File: src/hdl/utf8e_pkg.sv
// Shared types and constants for the UTF-16 to UTF-8 encoder.
`timescale 1ns / 1ps
package utf8e_pkg;

  localparam int QDEPTH = 4;
  localparam int QPTR_W = $clog2(QDEPTH);
  localparam int QCNT_W = $clog2(QDEPTH + 1);

  localparam logic [15:0] SURR_HIGH_BASE = 16'hd800;
  localparam logic [15:0] SURR_LOW_BASE  = 16'hdc00;
  localparam logic [15:0] SURR_END       = 16'he000;
  localparam logic [15:0] ONE_BYTE_LIM   = 16'h0080;
  localparam logic [15:0] TWO_BYTE_LIM   = 16'h0800;
  localparam logic [10:0] PLANE_OFFSET   = 11'd64;   // 0x10000 >> 10

  // One encoded character: up to four bytes, byte 0 leaves first.
  typedef struct packed {
    logic [3:0][7:0] bytes;
    logic [1:0]      nbytes_m1;
    logic            bad;
  } job_t;

endpackage

File: src/hdl/utf8e_front.sv
// Front end: classifies code units, pairs surrogates, builds byte jobs.
`timescale 1ns / 1ps
module utf8e_front import utf8e_pkg::*; (
  input  logic        clk,
  input  logic        rst,
  input  logic        accept,
  input  logic [15:0] code_unit,
  input  logic        end_of_string,
  output logic        job_push,
  output job_t        job
);

  logic [9:0]  held_high_bits, held_high_bits_next;
  logic        high_pending, high_pending_next;
  logic        is_high, is_low, err;
  logic [10:0] plane;
  logic [20:0] cp;

  always_comb begin
    is_high = (code_unit >= SURR_HIGH_BASE) && (code_unit < SURR_LOW_BASE);
    is_low  = (code_unit >= SURR_LOW_BASE) && (code_unit < SURR_END);
    plane   = {1'b0, held_high_bits} + PLANE_OFFSET;
    cp      = {plane[10:0], code_unit[9:0]};
    err     = (high_pending != is_low) || (!high_pending && is_high && end_of_string);

    job                 = '0;
    job_push            = accept;
    high_pending_next   = high_pending;
    held_high_bits_next = held_high_bits;

    priority if (err) begin
      job.bad = 1'b1;
      if (accept) begin
        high_pending_next   = 1'b0;
        held_high_bits_next = '0;
      end
    end else if (high_pending) begin
      job.bytes[0]  = {5'b11110, cp[20:18]};
      job.bytes[1]  = {2'b10, cp[17:12]};
      job.bytes[2]  = {2'b10, cp[11:6]};
      job.bytes[3]  = {2'b10, cp[5:0]};
      job.nbytes_m1 = 2'd3;
      if (accept) begin
        high_pending_next   = 1'b0;
        held_high_bits_next = '0;
      end
    end else if (is_high) begin
      // held until the low half arrives; nothing to send yet
      job_push = 1'b0;
      if (accept) begin
        high_pending_next   = 1'b1;
        held_high_bits_next = code_unit[9:0];
      end
    end else if (code_unit < ONE_BYTE_LIM) begin
      job.bytes[0] = code_unit[7:0];
    end else if (code_unit < TWO_BYTE_LIM) begin
      job.bytes[0]  = {3'b110, code_unit[10:6]};
      job.bytes[1]  = {2'b10, code_unit[5:0]};
      job.nbytes_m1 = 2'd1;
    end else begin
      job.bytes[0]  = {4'b1110, code_unit[15:12]};
      job.bytes[1]  = {2'b10, code_unit[11:6]};
      job.bytes[2]  = {2'b10, code_unit[5:0]};
      job.nbytes_m1 = 2'd2;
    end
  end

  always_ff @(posedge clk) begin
    if (rst) begin
      high_pending   <= 1'b0;
      held_high_bits <= '0;
    end else begin
      high_pending   <= high_pending_next;
      held_high_bits <= held_high_bits_next;
    end
  end

endmodule

File: src/hdl/utf8e_queue.sv
// Short job queue between the front end and the byte serializer.
`timescale 1ns / 1ps
module utf8e_queue import utf8e_pkg::*; (
  input  logic clk,
  input  logic rst,
  input  logic wr,
  input  job_t wr_job,
  output logic full,
  input  logic rd,
  output logic head_valid,
  output job_t head
);

  job_t              entries [QDEPTH];
  logic [QPTR_W-1:0] wptr, rptr;
  logic [QCNT_W-1:0] count;

  assign full       = (count == QCNT_W'(QDEPTH));
  assign head_valid = (count != '0);
  assign head       = entries[rptr];

  always_ff @(posedge clk) begin
    if (wr && !full) begin
      entries[wptr] <= wr_job;
    end
  end

  always_ff @(posedge clk) begin
    if (rst) begin
      wptr  <= '0;
      rptr  <= '0;
      count <= '0;
    end else begin
      if (wr && !full) begin
        wptr <= wptr + 1'b1;
      end
      if (rd && head_valid) begin
        rptr <= rptr + 1'b1;
      end
      unique case ({wr && !full, rd && head_valid})
        2'b10:   count <= count + 1'b1;
        2'b01:   count <= count - 1'b1;
        default: count <= count;
      endcase
    end
  end

endmodule

File: src/hdl/utf8e_back.sv
// Back end: sends one byte of the current job per request.
`timescale 1ns / 1ps
module utf8e_back import utf8e_pkg::*; (
  input  logic       clk,
  input  logic       rst,
  input  logic       head_valid,
  input  job_t       head,
  output logic       take,
  output logic       empty,
  input  logic       pop,
  output logic [7:0] out_byte,
  output logic       last_byte,
  output logic       bad_sequence
);

  job_t       cur;
  logic       cur_valid;
  logic [1:0] idx;
  logic       done;

  assign empty        = !cur_valid;
  assign out_byte     = cur.bytes[idx];
  assign last_byte    = (idx == cur.nbytes_m1);
  assign bad_sequence = cur.bad;
  assign done         = cur_valid && pop && last_byte;
  assign take         = head_valid && (!cur_valid || done);

  always_ff @(posedge clk) begin
    if (take) begin
      cur <= head;
    end
  end

  always_ff @(posedge clk) begin
    if (rst) begin
      cur_valid <= 1'b0;
      idx       <= '0;
    end else begin
      priority if (take) begin
        cur_valid <= 1'b1;
        idx       <= '0;
      end else if (done) begin
        cur_valid <= 1'b0;
        idx       <= '0;
      end else if (cur_valid && pop) begin
        idx <= idx + 1'b1;
      end
    end
  end

endmodule

File: src/hdl/utf16_to_utf8_encoder.sv
// Top level of the UTF-16 to UTF-8 encoder.
`timescale 1ns / 1ps
// Takes one UTF-16 code unit per push and delivers its UTF-8 bytes one per pop,
// last_byte marking the final byte of each unit; a high surrogate gives nothing
// until its low half arrives, then four bytes. Surrogate misuse gives a single
// result with bad_sequence set and out_byte zero. A unit is accepted whenever
// the four-entry job queue has room; the byte serializer sends one byte per
// cycle while pop is held, so the sustained rate is set by the byte count: one
// to four bytes per unit, four for supplementary characters.
module utf16_to_utf8_encoder import utf8e_pkg::*; (
  input  logic        clk,
  input  logic        rst,
  input  logic        push,
  output logic        full,
  input  logic [15:0] code_unit,
  input  logic        end_of_string,
  output logic        empty,
  input  logic        pop,
  output logic [7:0]  out_byte,
  output logic        last_byte,
  output logic        bad_sequence
);

  logic accept;
  logic job_push;
  job_t job;
  logic take;
  logic head_valid;
  job_t head;

  assign accept = push && !full;

  utf8e_front u_front (
    .clk           (clk),
    .rst           (rst),
    .accept        (accept),
    .code_unit     (code_unit),
    .end_of_string (end_of_string),
    .job_push      (job_push),
    .job           (job)
  );

  utf8e_queue u_queue (
    .clk        (clk),
    .rst        (rst),
    .wr         (accept && job_push),
    .wr_job     (job),
    .full       (full),
    .rd         (take),
    .head_valid (head_valid),
    .head       (head)
  );

  utf8e_back u_back (
    .clk          (clk),
    .rst          (rst),
    .head_valid   (head_valid),
    .head         (head),
    .take         (take),
    .empty        (empty),
    .pop          (pop),
    .out_byte     (out_byte),
    .last_byte    (last_byte),
    .bad_sequence (bad_sequence)
  );

endmodule
File: config.mk
export PLATFORM = sky130hd
export DESIGN_NAME = utf16_to_utf8_encoder
export DESIGN_NICKNAME = d
export VERILOG_FILES = /design/src/hdl/utf8e_pkg.sv /design/src/hdl/utf8e_front.sv /design/src/hdl/utf8e_queue.sv /design/src/hdl/utf8e_back.sv /design/src/hdl/utf16_to_utf8_encoder.sv
export SDC_FILE = /design/constraint.sdc
export NUM_CORES = 1
export LEC_CHECK = 0
export ABC_AREA = 1
export BUFFER_PORTS_ARGS = -buffer_cell sky130_fd_sc_hd__buf_2
export CAP_MARGIN = 15
export CORE_MARGIN = 5
export CORE_UTILIZATION = 40
export DETAILED_ROUTE_END_ITERATION = 12
export HOLD_SLACK_MARGIN = 0.02
export PLACE_DENSITY_LB_ADDON = 0.2
export RECOVER_POWER = 100
export SYNTH_ARGS = -nofsm -noshare
export SYNTH_HDL_FRONTEND = slang
export SYNTH_HIERARCHICAL = 1
export SYNTH_SLANG_ARGS = --single-unit
File: constraint.sdc
create_clock -name clk -period 8.2 [get_ports clk]
set_input_delay 0.41 -clock clk [delete_from_list [all_inputs] [get_ports clk]]
set_output_delay 0.41 -clock clk [all_outputs]
set_load 0.02 [all_outputs]
==> key figures, run 1 <==
Outcome
  – Violated checks: capacitance limit, slew limit
  – Status: complete, but fails checks

Power and ir drop
  – Leakage: 3.306 nW
  – VDD IR max: 0.1383 mV
  – Power density cells: 305.2 nW/um^2

Yosys
  – Synth Cell Area: 8529 um^2
  – Post-synth cell types: 37
  – Most common cell in the netlist: edfxtp_1
  – FF+latch count, synth: approximately 200
  – Async SR Flop Fraction: 0
  – Yosys warning total: 6
  – Cell taking the most area after synthesis: edfxtp_1
  – Mapped Cells: 753
  – Synthesized area per cell: 11.33 um^2
  – Synth cell count leaders: edfxtp_1 (175), nor2_1 (130), o21ai_0 (74)
  – Sequential-to-total area share from yosys stat: 0.6701
  – Top cells by area, synth: edfxtp_1 (62%), nor2_1 (5.7%), dfxtp_1 (5.4%)
  – EDFF count, synth: about 180
  – Top FF cell, synth: edfxtp_1
  – Synth top area share: 0.6161

STA
  – Final period util: 0.5906
  – Setup TNS: 0 ns
  – Least-Margin Pin Slew: 3.307 ns
  – Fin crit period: 4.843 ns
  – Fmax: between 0.2 and 0.25 GHz
  – Count of final setup violators: 0
  – Final count of hold timing violations: 0
  – Slew margin rel.: -1.213
  – RSZ-0062 raised after global routing: false
  – Max-slew violation count: 196
  – Clock Skew: 0.008973 ns

Die
  – Initial Utilization: 0.4057
  – Core Rows: 53
  – Die area: approximately 24000 um^2
  – Die height: 156.0 um
  – I/O Pins: 33
  – Core area: 21020 um^2
  – Die X: roughly 160 um

Drt
  – DRT Pass-1 Iters: 6
  – Routed via count: 5557
  – Vias per cell: between 5 and 6
  – Routed Antenna Nets: 0
  – Final WL: 18490 um
  – Iteration-0 DRC Markers: 430
  – Drt drc: 0
  – Wire length per cell: 17.43 um

Worst setup path
  – CP Data Required Time: about 8.2 ns
  – CP Data Arrival Time: 4.80 ns
  – CP Cell Sequence: inv_1, nand2_1, nor2_1, a21oi_1, inv_1, nor2_1, nand2_1, nor2_1
  – Critical Path End Type: flop
  – Largest fanout on the critical path: 35
  – CP max-delay cell: nor2_1
  – Crit path top cell by count: nor2_1
  – Largest stage delay on the critical path: around 2.4 ns
  – CP Buf/Inv Count: 2
  – Kind of critical path: reg -> reg
  – CP delay by family, top: simple AND/OR/NAND/NOR gates
  – Setup slack, reg-to-reg: 3.36 ns
  – Crit start category: flop

Global routing
  – Pin count of the biggest net entering global routing: 72
  – First-pass GRT wire length: 28680 um
  – Total global routing overflow: 0
  – GR Util All Layers: 0.1554
  – Number of global-route vias before repair: between 5k and 6k
  – Initial antenna violation count: 0

Clock network
  – CTS H-tree lvls: 4
  – Clock buffer depth: 2
  – Post-CTS Resized: 0
  – Total CTS buffers: 17
  – Sink Count: 198
  – Root Buffer: clkbuf_16
  – Clk_lat worst skew: 0.42 ns
  – CTS tree: yes
  – Clk slew on worst S/H paths: 0.07 ns
  – Post-CTS setup buffers: 0
  – Hold Buf Count CTS: 0

Finish
  – Layout cells sized above 1: 0.09669
  – Finished Core Util: 0.4412
  – Nets: 801
  – Number of diodes: 0
  – Fill count: around 1.9k
  – P&R area growth vs syn: 8.728%

Placed design
  – I/O Buffers: 32
  – DP HPWL: 12140 um
  – Routability Congestion: a little under 0.9

Min path
  – Hold crit path type: in -> reg

Flow run
  – Max Cap Viol: 5
-- state kept, by name, indices dropped and copies added (netlist names), named ones only --
name	count
u_queue/count	3
u_back/cur	34
u_front/high_pending	1
u_queue/entries	140
u_queue/wptr	2
u_front/held_high_bits	10
u_queue/rptr	2
u_back/idx	2
u_back/bad_sequence	1
u_back/cur_valid	1
-- worst register-to-register path, cell delays in order (launching register included) --
cell     delay [ns]
dfxtp_1        0.63
inv_1          0.35
nand2_1        0.20
nor2_1         0.14
a21oi_1        0.17
inv_1          0.06
nor2_1         0.18
nand2_1        0.19
nor2_1         2.44
-- stage by stage --
step	hold WS (ns)	power, W	cell area (um^2)	worst slack [ns]	cells
after floorplan	0.4554	0.001882	8537	4.332	755
after global placement	0.4742	0.002084	8857	5.137	1026
after detailed placement	0.4793	0.002099	8857	5.052	1026
after CTS	0.2921	0.002882	9427	5.086	1058
after global routing	0.3244	0.002993	9274	3.001	1061
final	0.3145	0.002831	9274	3.357	1061
-- cells by family after synthesis --
| group | synth area share |
|---|---|
| flops | 0.6701 |
| buf+inv | 0.05692 |
| other cells | 0.0004397 |
| fa+ha+maj | 0.01115 |
| simple gates | 0.1429 |
| compound gates | 0.1156 |
| xor+xnor | 0.002935 |
-- layout make-up --
| class | count | area [um^2] | share of cell area |
|---|---|---|---|
| inverters | 62 | 236.5 | 0.02550 |
| multi-input cells | 456 | 2232 | 0.2407 |
| clock buffers | 17 | 425.4 | 0.04587 |
| flip-flops and latches | 198 | 5715 | 0.6163 |
| clock inverters | 15 | 143.9 | 0.01552 |
| well taps | 275 | 344.1 | 0.03710 |
| repair buffers | 38 | 176.4 | 0.01902 |
-- power by group --
part	internal [W]	switching [W]	total (W)
combinational	0.000173	0.000487	0.000659
sequential	0.00133	0.0000630	0.00139
clock	0.000401	0.000380	0.000781
-- final timing paths --
| path | startpoint | to | cells after the start |
|---|---|---|---|
| worst min-delay path | rst | u_queue/wptr[1] | 2 |
| worst max register to register | u_front/high_pending | u_queue/entries[3][28] | 8 |
| worst max-delay path | u_front/high_pending | u_queue/entries[3][28] | 8 |
| worst min register to register | u_front/held_high_bits[3] | u_front/held_high_bits[3] | 2 |
-- layer usage --
metal / part of all wire / vias to the layer above / global-route usage
met4: 0.013 / 0 / 0.03918
met5: 0 / - / 0
met1: 0.45 / 2663 / 0.2132
li1: - / 2678 / -
met2: 0.47 / 197 / 0.2527
met3: 0.065 / 19 / 0.03440
-- cells in the final DEF, fill, tap and decap left out, drive strengths merged --
cell type | Yosys | layout
edfxtp | 175 | 175
nor2 | 144 | 144
o21ai | 101 | 101
nand2 | 76 | 76
inv | 61 | 66
o22ai | 46 | 46
nand3 | 35 | 35
clkbuf | 5 | 32
a21oi | 30 | 30
dfxtp | 23 | 23
buf | 34 | 23
nand4 | 8 | 8
clkinv | 1 | 8
ha | 6 | 6
conb | 1 | 3
clkinvlp | 0 | 3
xnor2 | 1 | 1
and2 | 1 | 1
o211ai | 1 | 1
xor2 | 1 | 1
o21bai | 1 | 1
nor3 | 1 | 1
fa | 1 | 1
Note: power is estimated with default switching activity, not from simulation.
==> run 2: changes to the inputs <==
--- a/config.mk
+++ b/config.mk
@@ -5,7 +5,7 @@
 export SDC_FILE = /design/constraint.sdc
 export NUM_CORES = 1
 export LEC_CHECK = 0
-export ABC_AREA = 1
+export ABC_AREA = 0
 export BUFFER_PORTS_ARGS = -buffer_cell sky130_fd_sc_hd__buf_2
 export CAP_MARGIN = 15
 export CORE_MARGIN = 5
==> constraint.sdc (replaced) <==
create_clock -name clk -period 4.8 [get_ports clk]
set_input_delay 0.24 -clock clk [delete_from_list [all_inputs] [get_ports clk]]
set_output_delay 0.24 -clock clk [all_outputs]
set_load 0.02 [all_outputs]
==> key figures, run 2 <==
Outcome
  – Status: complete, but fails checks
  – Violated checks: capacitance limit, slew limit

Worst setup path
  – CP Data Required Time: about 4.8 ns
  – Largest fanout on the critical path: 35
  – Setup slack, reg-to-reg: 1.29 ns
  – Largest stage delay on the critical path: 1.57 ns
  – Critical Path End Type: flop
  – CP max-delay cell: and2_1
  – CP Data Arrival Time: roughly 3.5 ns
  – CP Cell Sequence: nor3b_1, nor2b_1, o21a_1, and3b_1, inv_1, nor2_1, and2_1
  – Crit start category: flop
  – Kind of critical path: reg -> reg

Placed design
  – I/O Buffers: 32
  – Cells after DPL: 715
  – DP HPWL: a little under 10000 um
  – Routability Congestion: 0.7798

Yosys
  – Top cells by area, synth: edfxtp_1 (65%), mux4_2 (10%), dfxtp_1 (5.7%)
  – Most common cell in the netlist: edfxtp_1
  – Synth top area share: 0.6538
  – Cell taking the most area after synthesis: edfxtp_1
  – Synthesized area per cell: 18.56 um^2
  – EDFF count, synth: 175
  – Yosys warning total: 6
  – Synth Cell Area: around 8000 um^2
  – Top FF cell, synth: edfxtp_1
  – Post-synth cell types: 56
  – Synth cell count leaders: edfxtp_1 (175), mux4_2 (37), dfxtp_1 (23)
  – Sequential-to-total area share from yosys stat: 0.7111
  – Mapped Cells: 433
  – FF+latch count, synth: 198
  – Async SR Flop Fraction: 0

Finish
  – P&R area growth vs syn: 10.93%
  – Non-filler cells, final: approximately 750
  – Max FFs per register: 140
  – Number of diodes: 0
  – Fill count: 1743
  – Nets: 497
  – Layout cells sized above 1: 0.2054
  – Reg area: 5715 um^2
  – Most common cell after layout, fill and taps aside: edfxtp_1
  – Top reg by flops: u_queue/entries
  – Most frequent cells in the layout: edfxtp_1 (175), mux4_2 (37), dfxtp_1 (23), buf_2 (20), nor2_1 (18)
  – Finished Core Util: 0.4537
  – Biggest regs: u_queue/entries (140), u_back/cur (34), u_front/held_high_bits (10)
  – Multi-input logic area: 2072 um^2

Global routing
  – Number of global-route vias before repair: 4275
  – Pin count of the biggest net entering global routing: 37
  – Total global routing overflow: 0
  – Initial antenna violation count: 0
  – GR Util All Layers: 0.1498
  – First-pass GRT wire length: about 25000 um

Drt
  – Final WL: 15840 um
  – Routed Antenna Nets: 0
  – Drt drc: 0
  – DRT Pass-1 Iters: 5
  – Wire length per cell: 21.21 um
  – Routed via count: 3987
  – Iteration-0 DRC Markers: 304
  – Vias per cell: 5.337

STA
  – Fin crit period: 3.513 ns
  – Final period util: 0.7319
  – Setup TNS: 0 ns
  – Least-Margin Pin Slew: about 2.0 ns
  – Slew margin rel.: -0.3606
  – Count of final setup violators: 0
  – Hold_ws: around 0.096 ns
  – Final count of hold timing violations: 0
  – Fmax: 0.2847 GHz
  – RSZ-0062 raised after global routing: false
  – Max-slew violation count: 126
  – Clock Skew: approximately 0.011 ns

Clock network
  – Post-CTS setup buffers: 0
  – Hold Buf Count CTS: 0
  – Clk_lat worst skew: 0.43 ns
  – CTS H-tree lvls: 4
  – Sink Count: approximately 200
  – Clock buffer depth: 2
  – Post-CTS Resized: 0
  – CTS tree: yes
  – Total CTS buffers: 17
  – Clk slew on worst S/H paths: 0.07 ns
  – Root Buffer: clkbuf_16

Die
  – Core area: 19650 um^2
  – Initial Utilization: 0.4090
  – Die X: about 150 um
  – Core Rows: between 50 and 60
  – Die height: 151.8 um
  – Die area: 23030 um^2
  – I/O Pins: 33

Power and ir drop
  – VDD IR max: 0.2527 mV
  – Leakage: 2.818 nW
  – Power density cells: just under 500 nW/um^2

Flow run
  – Max Cap Viol: 4

Min path
  – Hold crit path type: in -> reg
[run 2: layout make-up]
cell class,instances,area share
Multi-Input combinational cell,202,0.2324
Inverter,13,0.005473
Clock buffer,17,0.04771
Sequential cell,198,0.6410
Clock inverter,15,0.01614
Tap cell,265,0.03719
Timing Repair Buffer,37,0.02007
[run 2: worst paths after layout]
path / startpoint / end / cells after the start
max: u_queue/count[0] / u_queue/entries[1][29] / 7
min: pop / u_back/cur_valid / 2
max reg2reg: u_queue/count[0] / u_queue/entries[1][29] / 7
min reg2reg: u_front/held_high_bits[5] / u_front/held_high_bits[5] / 1
[run 2: cell families after synthesis]
| family | count (synthesis) | synth area share |
|---|---|---|
| multiplexers | 48 | 0.1295 |
| other | 1 | 0.0004666 |
| flip-flops | 198 | 0.7111 |
| XOR/XNOR | 8 | 0.008718 |
| adder cells (fa/ha/maj) | 7 | 0.01183 |
| buffers and inverters | 35 | 0.02880 |
| AND/OR/NAND/NOR | 74 | 0.05635 |
| AO/OA/AOI/OAI | 62 | 0.05324 |
[run 2: where the power goes]
part | switching, W | internal, W | total, W
Clock | 0.000631 | 0.000728 | 0.00136
Sequential | 0.000119 | 0.00216 | 0.00228
Combinational | 0.000386 | 0.000286 | 0.000672
[run 2: per-layer routing]
metal / part of all wire / global-route usage
met1: 0.44 / 0.1960
met5: 0 / 0
met4: 0.018 / 0.05526
met3: 0.040 / 0.03183
met2: 0.51 / 0.2480
[run 2: worst max-delay path: cells and delay by family, from the launching register on]
kind	cells	cell delay [ns]
buffers and inverters	1	0.05
and+or+nand+nor	5	2.42
DFF	1	0.44
AOI/OAI and AO/OA	1	0.17
[run 2: stage by stage]
stage                     area [um^2]  worst slack, ns  power, W
after global placement           8397            1.890  0.003015
after CTS                        8966            1.764  0.004385
after global routing             8916           0.9373  0.004528
after floorplan                  8045            1.701  0.002817
final                            8916            1.287  0.004309
after detailed placement         8397            1.774  0.003029
